===== src/hdl/amp_pkg.sv =====
// amp_pkg: shared types and constants for the adc median-3 pcm packer
// no dependencies; used by amp_convert, amp_median_pack and the top level
`default_nettype none

package amp_pkg;

    // width of one pcm16 sample and of the packed output word
    localparam int SAMPLE_W = 16;
    localparam int CODE_W   = 12;
    localparam int PACK_N   = 4;
    localparam int WORD_W   = SAMPLE_W * PACK_N;
    localparam int INDEX_W  = 6;

    // dc offset reset value in adc codes
    localparam logic [CODE_W-1:0] DC_OFFSET_RESET = 12'd1970;

    // depth of the block store that the word index counts through
    localparam int BLOCK_DEPTH_WORDS = 64;
    localparam int WORD_CNT_W = (BLOCK_DEPTH_WORDS > 1) ? $clog2(BLOCK_DEPTH_WORDS) : 1;

    // converted sample handed from the input stage to the filter stage
    typedef struct packed {
        logic                valid;
        logic                last;
        logic [SAMPLE_W-1:0] sample;
    } t_smp_xfer;

endpackage

`default_nettype wire


===== src/hdl/amp_convert.sv =====
// amp_convert: dc offset register and input stage (12-bit code to pcm16)
// depends on amp_pkg
`default_nettype none

module amp_convert (
    input  wire logic                        i_clk,
    input  wire logic                        i_rst_n,
    input  wire logic                        i_cfg_we,
    input  wire logic [amp_pkg::CODE_W-1:0]  i_cfg_data,
    input  wire logic                        i_in_valid,
    output logic                             o_in_stall,
    input  wire logic [amp_pkg::SAMPLE_W-1:0] i_adc_raw,
    input  wire logic                        i_end_of_read,
    input  wire logic                        i_take,
    output amp_pkg::t_smp_xfer               o_xfer
);

    logic [amp_pkg::CODE_W-1:0]   r_dc_offset;
    logic                         r_valid;
    logic                         r_last;
    logic [amp_pkg::SAMPLE_W-1:0] r_sample;
    logic [amp_pkg::CODE_W-1:0]   n_diff;
    logic                         w_accept;

    // dc offset register, to be written only while idle; the block does not enforce this
    always_ff @(posedge i_clk) begin
        if (!i_rst_n) begin
            r_dc_offset <= amp_pkg::DC_OFFSET_RESET;
        end else if (i_cfg_we) begin
            r_dc_offset <= i_cfg_data;
        end
    end

    // stage is free when empty or when its sample moves on this cycle
    assign o_in_stall = r_valid && !i_take;
    assign w_accept   = i_in_valid && !o_in_stall;

    // difference wraps in 12 bits; the shift by 4 keeps exactly 16 bits
    assign n_diff = i_adc_raw[amp_pkg::CODE_W-1:0] - r_dc_offset;

    // input register: valid flag
    always_ff @(posedge i_clk) begin
        if (!i_rst_n) begin
            r_valid <= 1'b0;
        end else if (w_accept) begin
            r_valid <= 1'b1;
        end else if (i_take) begin
            r_valid <= 1'b0;
        end
    end

    // input register: payload
    always_ff @(posedge i_clk) begin
        if (w_accept) begin
            r_sample <= {n_diff, 4'b0000};
            r_last   <= i_end_of_read;
        end
    end

    assign o_xfer.valid  = r_valid;
    assign o_xfer.last   = r_last;
    assign o_xfer.sample = r_sample;

endmodule

`default_nettype wire


===== src/hdl/amp_median_pack.sv =====
// amp_median_pack: three-tap median window, four-sample packer and result register
// depends on amp_pkg
`default_nettype none

module amp_median_pack (
    input  wire logic                          i_clk,
    input  wire logic                          i_rst_n,
    input  wire amp_pkg::t_smp_xfer            i_xfer,
    output logic                               o_take,
    output logic                               o_out_valid,
    input  wire logic                          i_out_stall,
    output logic [amp_pkg::WORD_W-1:0]         o_packed_word,
    output logic [amp_pkg::INDEX_W-1:0]        o_word_index
);

    localparam int SW = amp_pkg::SAMPLE_W;
    localparam int CW = amp_pkg::WORD_CNT_W;
    localparam int PW = amp_pkg::SAMPLE_W * (amp_pkg::PACK_N - 1);

    logic [SW-1:0]            r_older;
    logic [SW-1:0]            r_newer;
    logic [1:0]               r_fill;
    logic [1:0]               r_pack_cnt;
    logic [PW-1:0]            r_pack;
    logic [CW-1:0]            r_word_cnt;
    logic                     r_out_valid;
    logic [amp_pkg::WORD_W-1:0] r_out_word;
    logic [amp_pkg::INDEX_W-1:0] r_out_index;

    logic signed [SW-1:0]     w_a;
    logic signed [SW-1:0]     w_b;
    logic signed [SW-1:0]     w_c;
    logic signed [SW-1:0]     w_lo;
    logic signed [SW-1:0]     w_hi;
    logic signed [SW-1:0]     w_mid;
    logic [SW-1:0]            w_med;
    logic                     w_full;
    logic                     w_emit;
    logic [PW-1:0]            n_pack;
    logic [CW-1:0]            n_word_cnt;
    logic [amp_pkg::INDEX_W-1:0] w_index;

    // signed median of the window and the incoming sample
    assign w_a   = r_older;
    assign w_b   = r_newer;
    assign w_c   = i_xfer.sample;
    assign w_lo  = (w_a < w_b) ? w_a : w_b;
    assign w_hi  = (w_a < w_b) ? w_b : w_a;
    assign w_mid = (w_hi < w_c) ? w_hi : w_c;
    assign w_med = (w_lo > w_mid) ? w_lo : w_mid;

    assign w_full = (r_fill == 2'd2);
    assign w_emit = w_full && (r_pack_cnt == 2'd3);

    // a sample that fills no word can always move; a word needs a free result register
    assign o_take = i_xfer.valid && (!w_emit || !r_out_valid || !i_out_stall);

    // place the median into the partial pack
    always_comb begin
        n_pack = r_pack;
        case (r_pack_cnt)
            2'd0:    n_pack[SW-1:0]      = w_med;
            2'd1:    n_pack[2*SW-1:SW]   = w_med;
            2'd2:    n_pack[3*SW-1:2*SW] = w_med;
            default: n_pack = r_pack;
        endcase
    end

    // word counter wraps at the block depth
    assign n_word_cnt = (r_word_cnt == CW'(amp_pkg::BLOCK_DEPTH_WORDS - 1)) ? '0
                                                                          : r_word_cnt + 1'b1;

    // index field carries the low bits of the counter
    generate
        if (CW >= amp_pkg::INDEX_W) begin : g_idx_cut
            assign w_index = r_word_cnt[amp_pkg::INDEX_W-1:0];
        end else begin : g_idx_ext
            assign w_index = {{(amp_pkg::INDEX_W - CW){1'b0}}, r_word_cnt};
        end
    endgenerate

    // window, pack and counter state
    always_ff @(posedge i_clk) begin
        if (!i_rst_n) begin
            r_older    <= '0;
            r_newer    <= '0;
            r_fill     <= 2'd0;
            r_pack_cnt <= 2'd0;
            r_pack     <= '0;
            r_word_cnt <= '0;
        end else if (o_take) begin
            if (w_emit) begin
                r_word_cnt <= n_word_cnt;
            end
            if (i_xfer.last) begin
                r_older    <= '0;
                r_newer    <= '0;
                r_fill     <= 2'd0;
                r_pack_cnt <= 2'd0;
                r_pack     <= '0;
            end else begin
                r_older <= r_newer;
                r_newer <= i_xfer.sample;
                if (!w_full) begin
                    r_fill <= r_fill + 2'd1;
                end else if (w_emit) begin
                    r_pack_cnt <= 2'd0;
                    r_pack     <= '0;
                end else begin
                    r_pack_cnt <= r_pack_cnt + 2'd1;
                    r_pack     <= n_pack;
                end
            end
        end
    end

    // result register valid
    always_ff @(posedge i_clk) begin
        if (!i_rst_n) begin
            r_out_valid <= 1'b0;
        end else if (o_take && w_emit) begin
            r_out_valid <= 1'b1;
        end else if (!i_out_stall) begin
            r_out_valid <= 1'b0;
        end
    end

    // result register payload
    always_ff @(posedge i_clk) begin
        if (o_take && w_emit) begin
            r_out_word  <= {w_med, r_pack};
            r_out_index <= w_index;
        end
    end

    assign o_out_valid   = r_out_valid;
    assign o_packed_word = r_out_word;
    assign o_word_index  = r_out_index;

    // a partial pack only exists while the window is full
    a_pack_needs_window: assert property (@(posedge i_clk) disable iff (!i_rst_n)
        (r_pack_cnt != 2'd0) |-> (r_fill == 2'd2))
        else $error("partial pack without a full window");

    // window fill never exceeds two
    a_fill_range: assert property (@(posedge i_clk) disable iff (!i_rst_n)
        (r_fill != 2'd3))
        else $error("window fill out of range");

    // a completed word always lands in the result register
    a_emit_loads: assert property (@(posedge i_clk) disable iff (!i_rst_n)
        (o_take && w_emit) |=> r_out_valid)
        else $error("emitted word not held in result register");

    // end of read leaves an empty window and pack
    a_last_clears: assert property (@(posedge i_clk) disable iff (!i_rst_n)
        (o_take && i_xfer.last) |=> (r_fill == 2'd0 && r_pack_cnt == 2'd0))
        else $error("end of read did not clear window");

    // the word counter moves only when a new word is loaded
    a_cnt_with_word: assert property (@(posedge i_clk) disable iff (!i_rst_n)
        (o_take && !w_emit) |=> $stable(r_word_cnt))
        else $error("word counter moved without a word");

endmodule

`default_nettype wire


===== src/hdl/adc_median3_pcm_packer.sv =====
// adc_median3_pcm_packer: top level of the adc median-3 filter and pcm16 packer
// depends on amp_pkg, amp_convert and amp_median_pack
//
//   channel  direction  handshake                 payload
//   cfg      in         i_cfg_we                  i_cfg_data (dc offset, 12 bit)
//   in       in         i_in_valid / o_in_stall   i_adc_raw, i_end_of_read
//   out      out        o_out_valid / i_out_stall o_packed_word, o_word_index
//
// one sample per clock while the input does not stall; two register stages (input register,
// result register): a completing sample passes the input register, then the result register
// i_rst_n is synchronous and active low; dc offset resets to 1970, all else to empty
// while a completing sample waits on a held result, the input stalls; other samples pass
`default_nettype none

module adc_median3_pcm_packer (
    input  wire logic                          i_clk,
    input  wire logic                          i_rst_n,
    input  wire logic                          i_cfg_we,
    input  wire logic [amp_pkg::CODE_W-1:0]    i_cfg_data,
    input  wire logic                          i_in_valid,
    output logic                               o_in_stall,
    input  wire logic [amp_pkg::SAMPLE_W-1:0]  i_adc_raw,
    input  wire logic                          i_end_of_read,
    output logic                               o_out_valid,
    input  wire logic                          i_out_stall,
    output logic [amp_pkg::WORD_W-1:0]         o_packed_word,
    output logic [amp_pkg::INDEX_W-1:0]        o_word_index
);

    amp_pkg::t_smp_xfer w_xfer;
    logic               w_take;

    // input stage with offset removal and scaling
    amp_convert u_convert (
        .i_clk         (i_clk),
        .i_rst_n       (i_rst_n),
        .i_cfg_we      (i_cfg_we),
        .i_cfg_data    (i_cfg_data),
        .i_in_valid    (i_in_valid),
        .o_in_stall    (o_in_stall),
        .i_adc_raw     (i_adc_raw),
        .i_end_of_read (i_end_of_read),
        .i_take        (w_take),
        .o_xfer        (w_xfer)
    );

    // median window, packer and result register
    amp_median_pack u_median_pack (
        .i_clk         (i_clk),
        .i_rst_n       (i_rst_n),
        .i_xfer        (w_xfer),
        .o_take        (w_take),
        .o_out_valid   (o_out_valid),
        .i_out_stall   (i_out_stall),
        .o_packed_word (o_packed_word),
        .o_word_index  (o_word_index)
    );

endmodule

`default_nettype wire


===== config.mk =====
export PLATFORM = sky130hd
export DESIGN_NAME = adc_median3_pcm_packer
export DESIGN_NICKNAME = d
export VERILOG_FILES = /design/src/hdl/amp_pkg.sv /design/src/hdl/amp_convert.sv /design/src/hdl/amp_median_pack.sv /design/src/hdl/adc_median3_pcm_packer.sv
export SDC_FILE = /design/constraint.sdc
export NUM_CORES = 1
export LEC_CHECK = 0
export ABC_CLOCK_PERIOD_IN_PS = 18000
export BUFFER_PORTS_ARGS = -buffer_cell sky130_fd_sc_hd__buf_4
export CAP_MARGIN = 20
export CORE_MARGIN = 2
export CORE_UTILIZATION = 55
export CTS_BUF_LIST = sky130_fd_sc_hd__clkbuf_16
export DETAILED_ROUTE_END_ITERATION = 10
export PLACE_DENSITY = 0.77
export SYNTH_ARGS = -nofsm -noshare
export SYNTH_HDL_FRONTEND = slang
export SYNTH_SLANG_ARGS = --single-unit

===== constraint.sdc =====
create_clock -name i_clk -period 18 [get_ports i_clk]
set_input_delay 3.6 -clock i_clk [delete_from_list [all_inputs] [get_ports i_clk]]
set_output_delay 3.6 -clock i_clk [all_outputs]
set_load 0.005 [all_outputs]

==> impl_table.tex, run 1 <==
\begin{tabular}{lr}
\hline
Metric & Value \\
\hline
\multicolumn{2}{l}{\textbf{Routing}} \\
\quad Routed Wire Length & about 16000 um \\
\quad Remaining antenna violation count after routing & 0 \\
\quad Routed length per placed instance & $\sim$16 um \\
\quad Number of remaining DRC errors & 0 \\
\quad Total iterations of the first detailed-routing run & 7 \\
\quad Average via count per standard cell & $\sim$5.6 \\
\quad Via total after detailed routing & $\sim$5600 \\
\quad Drt initial violations & approximately 380 \\
\multicolumn{2}{l}{\textbf{Worst hold path}} \\
\quad Endpoint of the worst hold-timing path & u\_median\_pack.o\_packed\_word[37]\$\_DFFE\_PP\_ \\
\quad Number of cells on the worst hold path & 0 \\
\quad Worst min-delay path class & flip-flop to flip-flop \\
\quad Critical hold path startpoint & u\_median\_pack.r\_pack[37]\$\_SDFFE\_PN0P\_ \\
\multicolumn{2}{l}{\textbf{STA}} \\
\quad Highest achievable clock rate & $\sim$130 MHz \\
\quad Clock period minus worst slack & between 7000 and 8000 ps \\
\quad Final-layout setup total negative slack & 0 ps \\
\quad Tightest slew margin relative to the limit & around a quarter \\
\quad Fin. max-slew vios & 0 \\
\quad Transition time of the tightest slew-check pin & about 1100 ps \\
\quad Setup violation total in the final timing report & 0 \\
\quad Fin. Hold Viols & 0 \\
\quad Worst setup skew after layout & between 9 and 10 ps \\
\quad Unrepaired setup endpoints after global routing & no \\
\quad Portion of the clock cycle consumed by the worst path in the final layout & between 40\% and 50\% \\
\multicolumn{2}{l}{\textbf{Global routing}} \\
\quad Initial antenna violation count & 0 \\
\quad Number of global-route vias before repair & about 5400 \\
\quad Maximum number of pins on one net before global-route repair & 52 \\
\quad Global-route wire length before repair & about 26000 um \\
\quad Overflow left after global routing & 0 \\
\quad Overall global routing resource usage & 23.1\% \\
\multicolumn{2}{l}{\textbf{Logic synthesis}} \\
\quad Most numerous cell types in the synthesized netlist & dfxtp\_1, nand2\_1, edfxtp\_1 \\
\quad Library cell with the highest instance count after synthesis & dfxtp\_1 \\
\quad Cell taking the most area after synthesis & edfxtp\_1 \\
\quad Primary flip-flop cell chosen by synthesis mapping & dfxtp\_1 \\
\quad Proportion of synthesized flip-flops having asynchronous set or reset & 0\% \\
\quad Post-synthesis instance total & between 700 and 800 \\
\quad Synth Register Bits & around 150 \\
\quad Top cells by area, synth & edfxtp\_1, dfxtp\_1, ha\_1 \\
\quad Yosys warning count & 0 \\
\quad Average size of a mapped cell & 9.99 um\^{}2 \\
\quad Number of distinct library cell variants in the gate-level netlist after synthesis & between 50 and 60 \\
\quad Number of flops mapped to enable cells by yosys & 67 \\
\quad Sequential fraction of the synthesis area & about half \\
\quad Share of Yosys cell area claimed by the top area cell type & roughly 27\% \\
\quad Netlist area before placement & around 0.0073 mm\^{}2 \\
\multicolumn{2}{l}{\textbf{Cells and area}} \\
\quad Share of cells above drive strength 1 & 17.2\% \\
\quad Number of inserted filler cells in the final layout & 1031 \\
\quad Post-layout net count & 899 \\
\quad Area taken by flip-flops and latches & $\sim$0.0037 mm\^{}2 \\
\quad Footprint of the multi-input gates & around 0.0032 mm\^{}2 \\
\quad Post-layout instance count excluding filler cells & roughly 1000 \\
\quad Inserted Diodes & 0 \\
\quad Area growth from synthesis to layout & 17.7\% \\
\multicolumn{2}{l}{\textbf{CTS}} \\
\quad Root Buffer Master & clkbuf\_16 \\
\quad \# resized after CTS & 0 \\
\quad Clock tree sinks & between 150 and 200 \\
\quad Maximum level of the CTS H-tree & 4 \\
\quad Hold buffer count at CTS & 0 \\
\quad Clock buffer count from CTS & 17 \\
\quad Clk\_lat worst skew & about 430 ps \\
\quad Maximum number of buffers from clock root to sink & 2 \\
\quad Clock edge transition at the registers on the reported setup and hold paths & 60 ps \\
\quad Post-CTS setup buffers & 0 \\
\quad CTS tree & yes \\
\multicolumn{2}{l}{\textbf{Floorplanning}} \\
\quad Die Outline Area & approximately 0.014 mm\^{}2 \\
\quad Number of primary I/O pins & roughly 110 \\
\quad Starting density of the core & between 50\% and 60\% \\
\quad Die extent in y & approximately 120 um \\
\quad Total core area & $\sim$0.013 mm\^{}2 \\
\quad Count of standard-cell rows & between 40 and 50 \\
\quad Horizontal die dimension & approximately 120 um \\
\multicolumn{2}{l}{\textbf{Placed design}} \\
\quad Placed wire-length estimate & $\sim$11000 um \\
\quad Number of cells after detailed placement & slightly below 1000 \\
\quad Count of port buffers added during placement & 85 \\
\quad GPL Wtd Cong & around 0.9 \\
\multicolumn{2}{l}{\textbf{Power}} \\
\quad Peak ir drop on the vdd network & $\sim$0.000085 V \\
\quad Leakage component of the power & between 3 and 4 nW \\
\quad Total power consumption of the routed design & between 0.8 and 0.9 mW \\
\quad Pwr dens & around 100 mW/mm\^{}2 \\
\multicolumn{2}{l}{\textbf{Setup path}} \\
\quad Arrival time at the worst endpoint & between 8000 and 9000 ps \\
\quad Required @ worst endpoint & $\sim$18000 ps \\
\quad Startpoint kind of the worst setup timing path & flip-flop \\
\quad Type of the worst setup path & flip-flop to flip-flop \\
\quad Critical register-to-register path startpoint & u\_median\_pack.r\_newer[15]\$\_SDFFE\_PN0P\_ \\
\quad Endpoint of the worst-slack reg-to-reg timing path & u\_median\_pack.r\_pack[4]\$\_SDFFE\_PN0P\_ \\
\quad Type of destination of the critical path & flip-flop \\
\quad Critical Path Fanout Max & 23 \\
\quad Worst setup slack for register-to-register paths & roughly 10000 ps \\
\quad Worst Reg2Reg Path Length in Cells & 25 \\
\multicolumn{2}{l}{\textbf{Job}} \\
\quad Total of max-cap violations & 0 \\
\multicolumn{2}{l}{\textbf{Run status}} \\
\quad Run status & completed \\
\hline
\end{tabular}
flip-flops by register name (all words and copies together), names as in the netlist, 6 cells and up:
| register | count |
|---|---|
| u_median_pack.r_pack | 36 |
| u_median_pack.r_older | 12 |
| u_convert.r_sample | 12 |
| u_median_pack.o_packed_word | 48 |
| u_median_pack.r_newer | 12 |
| u_median_pack.o_word_index | 6 |
| u_convert.r_dc_offset | 12 |
| u_median_pack.r_word_cnt | 6 |
routing by layer:
layer	GRT usage, %	up-vias	part of all wire (%)
li1	-	2722	-
met1	26.9	2639	41
met2	39.8	191	50
met3	5.70	32	5.6
met4	10.8	0	3.1
met5	0	-	0
worst max-delay path by stage:
stage | start | end | slack (ps) | depth (start not counted)
floorplan | i_out_stall | o_in_stall | 10500 | 2
global placement | i_out_stall | o_in_stall | 10210 | 4
detailed placement | u_median_pack.r_newer[15]$_SDFFE_PN0P_ | u_median_pack.r_pack[36]$_SDFFE_PN0P_ | 10120 | 25
CTS | u_median_pack.r_newer[15]$_SDFFE_PN0P_ | u_median_pack.r_pack[36]$_SDFFE_PN0P_ | 10070 | 25
global route | u_median_pack.r_newer[15]$_SDFFE_PN0P_ | u_median_pack.r_pack[20]$_SDFFE_PN0P_ | 9470 | 25
finish | u_median_pack.r_newer[15]$_SDFFE_PN0P_ | u_median_pack.r_pack[4]$_SDFFE_PN0P_ | 10000 | 25
per-stage QoR:
step	setup WS (ps)	cell area, um^2	hold WS (ps)	utilization (%)
global route	9470	8630	441	65.7
detailed placement	10120	8070	420	61.4
CTS	10070	8630	431	65.7
finish	10000	8630	436	65.7
floorplan	10500	7390	408	-
global placement	10210	8050	413	61.3
cell families after synthesis:
group	after synthesis	share of synthesized area (%)
simple gates	215	14.2
compound gates	173	15.5
flops	151	50.4
buf+inv	111	6.67
fa+ha+maj	52	8.98
mux	21	2.95
xor+xnor	10	1.19
other cells	1	0.0511
where the power goes:
part	switching (mW)	internal (mW)	leakage [nW]
combinational	0.113	0.0603	1.93
sequential	0.00669	0.370	1.28
clock	0.151	0.182	0.277
critical path, stage by stage, from the launching register on:
cell,delay [ps]
dfxtp_1,370
inv_1,70
ha_1,370
and4_1,270
nand3_1,110
or4_1,610
nand2_1,130
o21a_1,630
o21ai_0,290
ha_1,370
nand4_1,150
o311ai_0,380
a41oi_1,120
nor2_1,170
a31o_1,710
mux2i_1,200
ha_1,330
nor2b_1,150
o21a_1,140
o21a_1,110
o211ai_1,100
a211oi_1,390
nor3_1,120
a21oi_2,800
o221ai_1,520
o21ai_0,280
placed cells by master (no fill, tap or decap), drive strengths merged, types with 2 or more instances in the layout:
cell / count
buf: 93
a32o: 3
clkbuf: 17
nor4: 4
conb: 16
a211o: 3
mux2: 2
ha: 51
nand2b: 7
mux2i: 19
nor3: 33
xor2: 2
a21boi: 9
a21o: 6
inv: 72
edfxtp: 67
a21oi: 42
and3: 2
nand3: 15
nor2b: 40
xnor2: 8
a2111oi: 2
o221ai: 11
clkinv: 5
o21ai: 70
dfxtp: 84
nand4: 7
o21a: 7
o211ai: 9
nand2: 79
nor2: 20
and2: 5
cell type report:
| cell class | instances | area share, % |
|---|---|---|
| Sequential cell | 151 | 42.8 |
| Multi-Input combinational cell | 487 | 37.3 |
| Timing Repair Buffer | 93 | 8.14 |
| Clock buffer | 17 | 4.93 |
| Inverter | 63 | 2.74 |
| Tap cell | 176 | 2.55 |
| Clock inverter | 15 | 1.57 |
Note: power is estimated with default switching activity, not from simulation.
==> run 2, diff against run 1 <==
ABC_CLOCK_PERIOD_IN_PS = 8100   (was 18000)
clock period = 8.1 ns   (was 18 ns; I/O delays follow)
==> impl_table.tex, run 2 (same netlist as run 1, synthesis figures left out) <==
\begin{tabular}{lr}
\hline
Metric & Value \\
\hline
\multicolumn{2}{l}{\textbf{Run status}} \\
\quad Run status & completed \\
\multicolumn{2}{l}{\textbf{Routing}} \\
\quad Routed length per placed instance & 15.9 um (+1.3\%) \\
\quad Drt initial violations & 395 (+4.5\%) \\
\quad Remaining antenna violation count after routing & 0 (unchanged) \\
\quad Via total after detailed routing & 5555 (-0.52\%) \\
\quad Total iterations of the first detailed-routing run & 4 (-3) \\
\quad Routed Wire Length & 16100 um (+1.8\%) \\
\quad Average via count per standard cell & 5.52 (-1.0\%) \\
\quad Number of remaining DRC errors & 0 (unchanged) \\
\multicolumn{2}{l}{\textbf{Global routing}} \\
\quad Global-route wire length before repair & 26800 um (+3.8\%) \\
\quad Maximum number of pins on one net before global-route repair & 52 (unchanged) \\
\quad Overflow left after global routing & 0 (unchanged) \\
\quad Initial antenna violation count & 0 (unchanged) \\
\quad Number of global-route vias before repair & 5514 (+1.4\%) \\
\quad Overall global routing resource usage & 24.0\% (+0.92 points) \\
\multicolumn{2}{l}{\textbf{Power}} \\
\quad Peak ir drop on the vdd network & 0.000138 V (+63\%) \\
\quad Leakage component of the power & 3.53 nW (+1.3\%) \\
\quad Pwr dens & 231 mW/mm\^{}2 (+130\%) \\
\multicolumn{2}{l}{\textbf{Placed design}} \\
\quad GPL Wtd Cong & 0.951 (+7.2\%) \\
\quad Post-detailed-placement cell area & 0.00809 mm\^{}2 (+0.23\%) \\
\quad Placed wire-length estimate & 11400 um (+2.3\%) \\
\quad Number of cells after detailed placement & 974 (+0.41\%) \\
\quad Count of port buffers added during placement & 85 (unchanged) \\
\multicolumn{2}{l}{\textbf{Setup path}} \\
\quad Endpoint of the worst-slack reg-to-reg timing path & u\_median\_pack.r\_pack[21]\$\_SDFFE\_PN0P\_ \\
\quad Critical Path Fanout Max & 16 (-30\%) \\
\quad Critical register-to-register path startpoint & u\_median\_pack.r\_newer[14]\$\_SDFFE\_PN0P\_ \\
\quad Type of destination of the critical path & flip-flop \\
\quad Worst path top cell family by delay & compound AO/OA/AOI/OAI gates \\
\quad Type of the worst setup path & flip-flop to flip-flop \\
\quad Worst setup path endpoint & u\_median\_pack.r\_pack[21]\$\_SDFFE\_PN0P\_ \\
\quad WP buf/inv & 4 (+3) \\
\quad Number of cells on the critical path & 30 (+20\%) \\
\quad Arrival time at the worst endpoint & 7790 ps (-550 ps) \\
\quad Critical Path Max Stage Delay & 640 ps (-160 ps) \\
\quad Startpoint kind of the worst setup timing path & flip-flop \\
\quad Worst Reg2Reg Path Length in Cells & 30 (+20\%) \\
\quad Launch point of the critical path & u\_median\_pack.r\_newer[14]\$\_SDFFE\_PN0P\_ \\
\quad Slowest stage cell, crit path & or4\_1 \\
\quad Required @ worst endpoint & 8450 ps (-9890 ps) \\
\quad Worst setup slack for register-to-register paths & 660 ps (-9340 ps) \\
\multicolumn{2}{l}{\textbf{Worst hold path}} \\
\quad Worst min-delay path class & flip-flop to flip-flop \\
\multicolumn{2}{l}{\textbf{STA}} \\
\quad Final-layout setup total negative slack & 0 ps (unchanged) \\
\quad Tightest slew margin relative to the limit & 33.6\% (+7.4 points) \\
\quad Setup violation total in the final timing report & 0 (unchanged) \\
\quad Fin. Hold Viols & 0 (unchanged) \\
\quad Unrepaired setup endpoints after global routing & no \\
\quad Highest achievable clock rate & 134 MHz (+7.5\%) \\
\quad Worst setup skew after layout & 12.5 ps (+2.93 ps) \\
\quad Transition time of the tightest slew-check pin & 994 ps (-112 ps) \\
\quad Clock period minus worst slack & 7440 ps (-559 ps) \\
\quad Fin. max-slew vios & 0 (unchanged) \\
\quad Portion of the clock cycle consumed by the worst path in the final layout & 91.9\% (+47 points) \\
\multicolumn{2}{l}{\textbf{Cells and area}} \\
\quad Final design instance area without fill & 0.00870 mm\^{}2 (+0.86\%) \\
\quad Share of cells above drive strength 1 & 17.6\% (+0.38 points) \\
\quad Post-layout net count & 904 (+0.56\%) \\
\quad Most frequent standard cell in the layout excluding fill and tap cells & buf\_4 \\
\quad Max reg flops & 48 (unchanged) \\
\quad Post-layout instance count excluding filler cells & 1007 (+0.50\%) \\
\quad Area growth from synthesis to layout & 18.7\% \\
\quad Inserted Diodes & 0 (unchanged) \\
\quad Top library cells by usage in the layout, fill and taps aside & buf\_4, dfxtp\_1, nand2\_1, edfxtp\_1, inv\_1 \\
\multicolumn{2}{l}{\textbf{Job}} \\
\quad Total of max-cap violations & 0 (unchanged) \\
\multicolumn{2}{l}{\textbf{Floorplanning}} \\
\quad Horizontal die dimension & 119 um (unchanged) \\
\quad Count of standard-cell rows & 42 (unchanged) \\
\quad Die Outline Area & 0.0143 mm\^{}2 (unchanged) \\
\quad Starting density of the core & 55.8\% (unchanged) \\
\quad Die extent in y & 119 um (unchanged) \\
\quad Number of primary I/O pins & 106 (unchanged) \\
\quad Total core area & 0.0131 mm\^{}2 (unchanged) \\
\multicolumn{2}{l}{\textbf{CTS}} \\
\quad Clock buffer count from CTS & 17 (unchanged) \\
\quad Post-CTS setup buffers & 0 (unchanged) \\
\quad Clock edge transition at the registers on the reported setup and hold paths & 70 ps (about the same) \\
\quad Clock tree sinks & 151 (unchanged) \\
\quad Maximum number of buffers from clock root to sink & 2 (unchanged) \\
\quad Maximum level of the CTS H-tree & 4 (unchanged) \\
\quad Clk\_lat worst skew & 430 ps (about the same) \\
\quad CTS tree & yes \\
\quad Root Buffer Master & clkbuf\_16 \\
\hline
\end{tabular}
## run 2: final cells by class
type                    instances  area [um^2]
flip-flops and latches        151         3690
repair buffers                 98          756
clock buffers                  17          425
well taps                     176          220
clock inverters                15          159
multi-input cells             487         3210
fillers                      1053         4440
inverters                      63          236
## run 2: stage by stage
| step | utilization, % | hold WS, ps | total power [mW] | setup slack (ps) |
|---|---|---|---|---|
| final | 66.2 | 431 | 2.01 | 660 |
| after global routing | 66.2 | 438 | 2.09 | 61.3 |
| after CTS | 66.0 | 428 | 2.02 | 614 |
| after detailed placement | 61.5 | 413 | 1.24 | 704 |
| after global placement | 61.5 | 413 | 1.23 | 831 |
| after floorplan | - | 408 | 1.12 | 2130 |
## run 2: worst min path at each step
stage                                                startpoint                                         to  slack, ps  depth (start not counted)
after detailed placement  u_median_pack.r_pack[41]$_SDFFE_PN0P_  u_median_pack.o_packed_word[41]$_DFFE_PP_        410                          0
after CTS                 u_median_pack.r_pack[41]$_SDFFE_PN0P_  u_median_pack.o_packed_word[41]$_DFFE_PP_        430                          0
after global routing      u_median_pack.r_pack[46]$_SDFFE_PN0P_  u_median_pack.o_packed_word[46]$_DFFE_PP_        440                          0
after global placement     u_median_pack.r_pack[7]$_SDFFE_PN0P_   u_median_pack.o_packed_word[7]$_DFFE_PP_        410                          0
after floorplan           u_median_pack.r_pack[10]$_SDFFE_PN0P_  u_median_pack.o_packed_word[10]$_DFFE_PP_        410                          0
final                     u_median_pack.r_pack[26]$_SDFFE_PN0P_  u_median_pack.o_packed_word[26]$_DFFE_PP_        430                          0
## run 2: repair_timing
item	in CTS	in global routing
setup endpoints to repair	0	1
resized for setup	0	1
hold buffers	0	0
## run 2: where the power goes
group	total (mW)	leakage, nW	internal (mW)	switching [mW]
clock	0.781	0.293	0.436	0.345
sequential	0.834	1.28	0.821	0.0123
combinational	0.399	1.96	0.143	0.256
total	2.01	3.53	1.40	0.613
## run 2: metal layers
metal / vias up / track usage [%] / part of all wire (%)
li1: 2733 / - / -
met1: 2643 / 29.2 / 43
met2: 143 / 40.1 / 50
met3: 36 / 5.80 / 4.5
met4: 0 / 11.2 / 2.7
met5: - / 0 / 0
==> run 3, diff against run 2 <==
CTS_CLUSTER_SIZE = 14   (was default)
MAX_ROUTING_LAYER = met4   (was default)
==> impl_table.tex, run 3 (same netlist as run 1, synthesis figures left out) <==
\begin{tabular}{lr}
\hline
Metric & Value \\
\hline
\multicolumn{2}{l}{\textbf{STA}} \\
\quad Fin. Hold Viols & 0 (unchanged) \\
\quad Clock period minus worst slack & 7290 ps (-149 ps) \\
\quad Worst setup skew after layout & 24.1 ps (+11.6 ps) \\
\quad Final-layout setup total negative slack & 0 ps (unchanged) \\
\quad Setup violation total in the final timing report & 0 (unchanged) \\
\quad Highest achievable clock rate & 137 MHz (+2.0\%) \\
\quad Tightest slew margin relative to the limit & 27.9\% (-5.7 points) \\
\quad Unrepaired setup endpoints after global routing & no \\
\quad Fin. max-slew vios & 0 (unchanged) \\
\quad Portion of the clock cycle consumed by the worst path in the final layout & 90.0\% (-1.8 points) \\
\quad Transition time of the tightest slew-check pin & 1080 ps (+87.7 ps) \\
\multicolumn{2}{l}{\textbf{Setup path}} \\
\quad Startpoint kind of the worst setup timing path & flip-flop \\
\quad Worst path top cell family by delay & compound AO/OA/AOI/OAI gates \\
\quad Type of destination of the critical path & flip-flop \\
\quad Critical Path Max Stage Delay & 630 ps (about the same) \\
\quad Arrival time at the worst endpoint & 7630 ps (-160 ps) \\
\quad Required @ worst endpoint & 8440 ps (about the same) \\
\quad Type of the worst setup path & flip-flop to flip-flop \\
\quad Worst setup slack for register-to-register paths & 810 ps (+150 ps) \\
\quad WP buf/inv & 4 (unchanged) \\
\quad Critical Path Fanout Max & 20 (+4) \\
\quad Slowest stage cell, crit path & or4\_1 \\
\multicolumn{2}{l}{\textbf{Cells and area}} \\
\quad Inserted Diodes & 0 (unchanged) \\
\quad Post-layout net count & 904 (unchanged) \\
\quad Final design instance area without fill & 0.00873 mm\^{}2 (+0.30\%) \\
\quad Most frequent standard cell in the layout excluding fill and tap cells & buf\_4 \\
\quad Final Core Density & 66.4\% (+0.20 points) \\
\quad Area growth from synthesis to layout & 19.0\% \\
\quad Number of inserted filler cells in the final layout & 1034 (-1.8\%) \\
\quad Share of cells above drive strength 1 & 17.4\% (-0.12 points) \\
\quad Max reg flops & 48 (unchanged) \\
\quad Top library cells by usage in the layout, fill and taps aside & buf\_4, dfxtp\_1, nand2\_1, edfxtp\_1, inv\_1 \\
\multicolumn{2}{l}{\textbf{Placed design}} \\
\quad Post-detailed-placement cell area & 0.00809 mm\^{}2 (about the same) \\
\quad Placed wire-length estimate & 11100 um (-2.5\%) \\
\quad GPL Wtd Cong & 0.969 (+1.9\%) \\
\quad Count of port buffers added during placement & 85 (unchanged) \\
\multicolumn{2}{l}{\textbf{Power}} \\
\quad Share of total power in sequential cells & 40.3\% (-1.1 points) \\
\quad Psw & 0.610 mW (-0.62\%) \\
\quad Pwr dens & 238 mW/mm\^{}2 (+2.7\%) \\
\quad Peak ir drop on the vdd network & 0.000157 V (+14\%) \\
\quad Switching share of total power & 29.4\% (-1.1 points) \\
\quad Cell internal pwr & 1.46 mW (+4.5\%) \\
\quad Clock group share of total power & 40.7\% (+1.9 points) \\
\quad Logic gate share of total power & 19.0\% (-0.8 points) \\
\quad Leakage component of the power & 3.54 nW (+0.30\%) \\
\multicolumn{2}{l}{\textbf{CTS}} \\
\quad Clock buffer count from CTS & 17 (unchanged) \\
\quad Maximum number of buffers from clock root to sink & 2 (unchanged) \\
\quad Clock tree sinks & 151 (unchanged) \\
\quad Clk\_lat worst skew & 430 ps (about the same) \\
\quad Maximum level of the CTS H-tree & 4 (unchanged) \\
\quad Root Buffer Master & clkbuf\_16 \\
\quad Post-CTS setup buffers & 0 (unchanged) \\
\quad CTS tree & yes \\
\quad \# resized after CTS & 0 (unchanged) \\
\quad Hold buffer count at CTS & 0 (unchanged) \\
\quad Clock edge transition at the registers on the reported setup and hold paths & 60 ps (about the same) \\
\multicolumn{2}{l}{\textbf{Routing}} \\
\quad Average via count per standard cell & 5.50 (-0.38\%) \\
\quad Via total after detailed routing & 5534 (-0.38\%) \\
\quad Routed Wire Length & 15800 um (-1.8\%) \\
\quad Routed length per placed instance & 15.7 um (-1.8\%) \\
\quad Drt initial violations & 338 (-14\%) \\
\quad Number of remaining DRC errors & 0 (unchanged) \\
\quad Total iterations of the first detailed-routing run & 5 (+1) \\
\quad Remaining antenna violation count after routing & 0 (unchanged) \\
\multicolumn{2}{l}{\textbf{Global routing}} \\
\quad Global-route wire length before repair & 25800 um (-3.9\%) \\
\quad Maximum number of pins on one net before global-route repair & 52 (unchanged) \\
\quad Number of global-route vias before repair & 5337 (-3.2\%) \\
\quad Initial antenna violation count & 0 (unchanged) \\
\quad Overflow left after global routing & 0 (unchanged) \\
\quad Overall global routing resource usage & 23.5\% (-0.43 points) \\
\multicolumn{2}{l}{\textbf{Floorplanning}} \\
\quad Starting density of the core & 55.8\% (unchanged) \\
\quad Count of standard-cell rows & 42 (unchanged) \\
\quad Die Outline Area & 0.0143 mm\^{}2 (unchanged) \\
\quad Number of primary I/O pins & 106 (unchanged) \\
\quad Horizontal die dimension & 119 um (unchanged) \\
\quad Die extent in y & 119 um (unchanged) \\
\quad Total core area & 0.0131 mm\^{}2 (unchanged) \\
\multicolumn{2}{l}{\textbf{Run status}} \\
\quad Run status & completed \\
\multicolumn{2}{l}{\textbf{Worst hold path}} \\
\quad Worst min-delay path class & flip-flop to flip-flop \\
\multicolumn{2}{l}{\textbf{Job}} \\
\quad Total of max-cap violations & 0 (unchanged) \\
\hline
\end{tabular}
[run 3: area by class of cell]
class	count	area (um^2)	area share (%)
tap	176	220	2.52
sequential	151	3690	42.3
inverter	63	236	2.71
timing repair buffer	98	736	8.43
multi-input combinational	487	3210	36.7
clock buffer	17	425	4.87
clock inverter	15	209	2.39
[run 3: per-stage QoR]
| stage | std cells | total power, mW | setup slack (ps) | hold WS, ps |
|---|---|---|---|---|
| floorplan | 749 | 1.12 | 2130 | 408 |
| global placement | 975 | 1.23 | 1070 | 413 |
| detailed placement | 975 | 1.24 | 982 | 416 |
| CTS | 1007 | 2.08 | 896 | 436 |
| global route | 1007 | 2.15 | 342 | 445 |
| finish | 1007 | 2.07 | 808 | 434 |
[run 3: routing by layer]
layer  track usage [%]  routed length, um  vias up  part of all wire [%]
met5                 -                  0        -                     0
met4              10.5                472        0                   3.0
met3              4.55                622       33                   3.9
met2              36.8               7610      158                    48
met1              29.8               7060     2613                    45
li1                  -                  -     2730                     -
[run 3: power by group through the flow]
stage | sequential (mW) | combinational (mW) | clock (mW)
floorplan | 0.844 | 0.280 | 0
global placement | 0.852 | 0.380 | 0
detailed placement | 0.852 | 0.389 | 0
CTS | 0.836 | 0.393 | 0.854
global route | 0.837 | 0.431 | 0.886
finish | 0.836 | 0.395 | 0.843
[run 3: final timing paths]
check / startpoint / endpoint / depth (start not counted)
hold reg to reg: u_median_pack.r_pack[36]$_SDFFE_PN0P_ / u_median_pack.o_packed_word[36]$_DFFE_PP_ / 0
setup / recovery: u_median_pack.r_newer[15]$_SDFFE_PN0P_ / u_median_pack.r_pack[5]$_SDFFE_PN0P_ / 27
hold / removal: u_median_pack.r_pack[36]$_SDFFE_PN0P_ / u_median_pack.o_packed_word[36]$_DFFE_PP_ / 0
setup reg to reg: u_median_pack.r_newer[15]$_SDFFE_PN0P_ / u_median_pack.r_pack[5]$_SDFFE_PN0P_ / 27
[run 3: worst reg2reg max path: cells and delay by family, from the launching register on]
kind,cells,cell delay (ps)
adders and majority gates,3,980
and+or+nand+nor,8,1590
DFF,1,370
buffers and inverters,4,890
muxes,1,350
AOI/OAI and AO/OA,11,3010
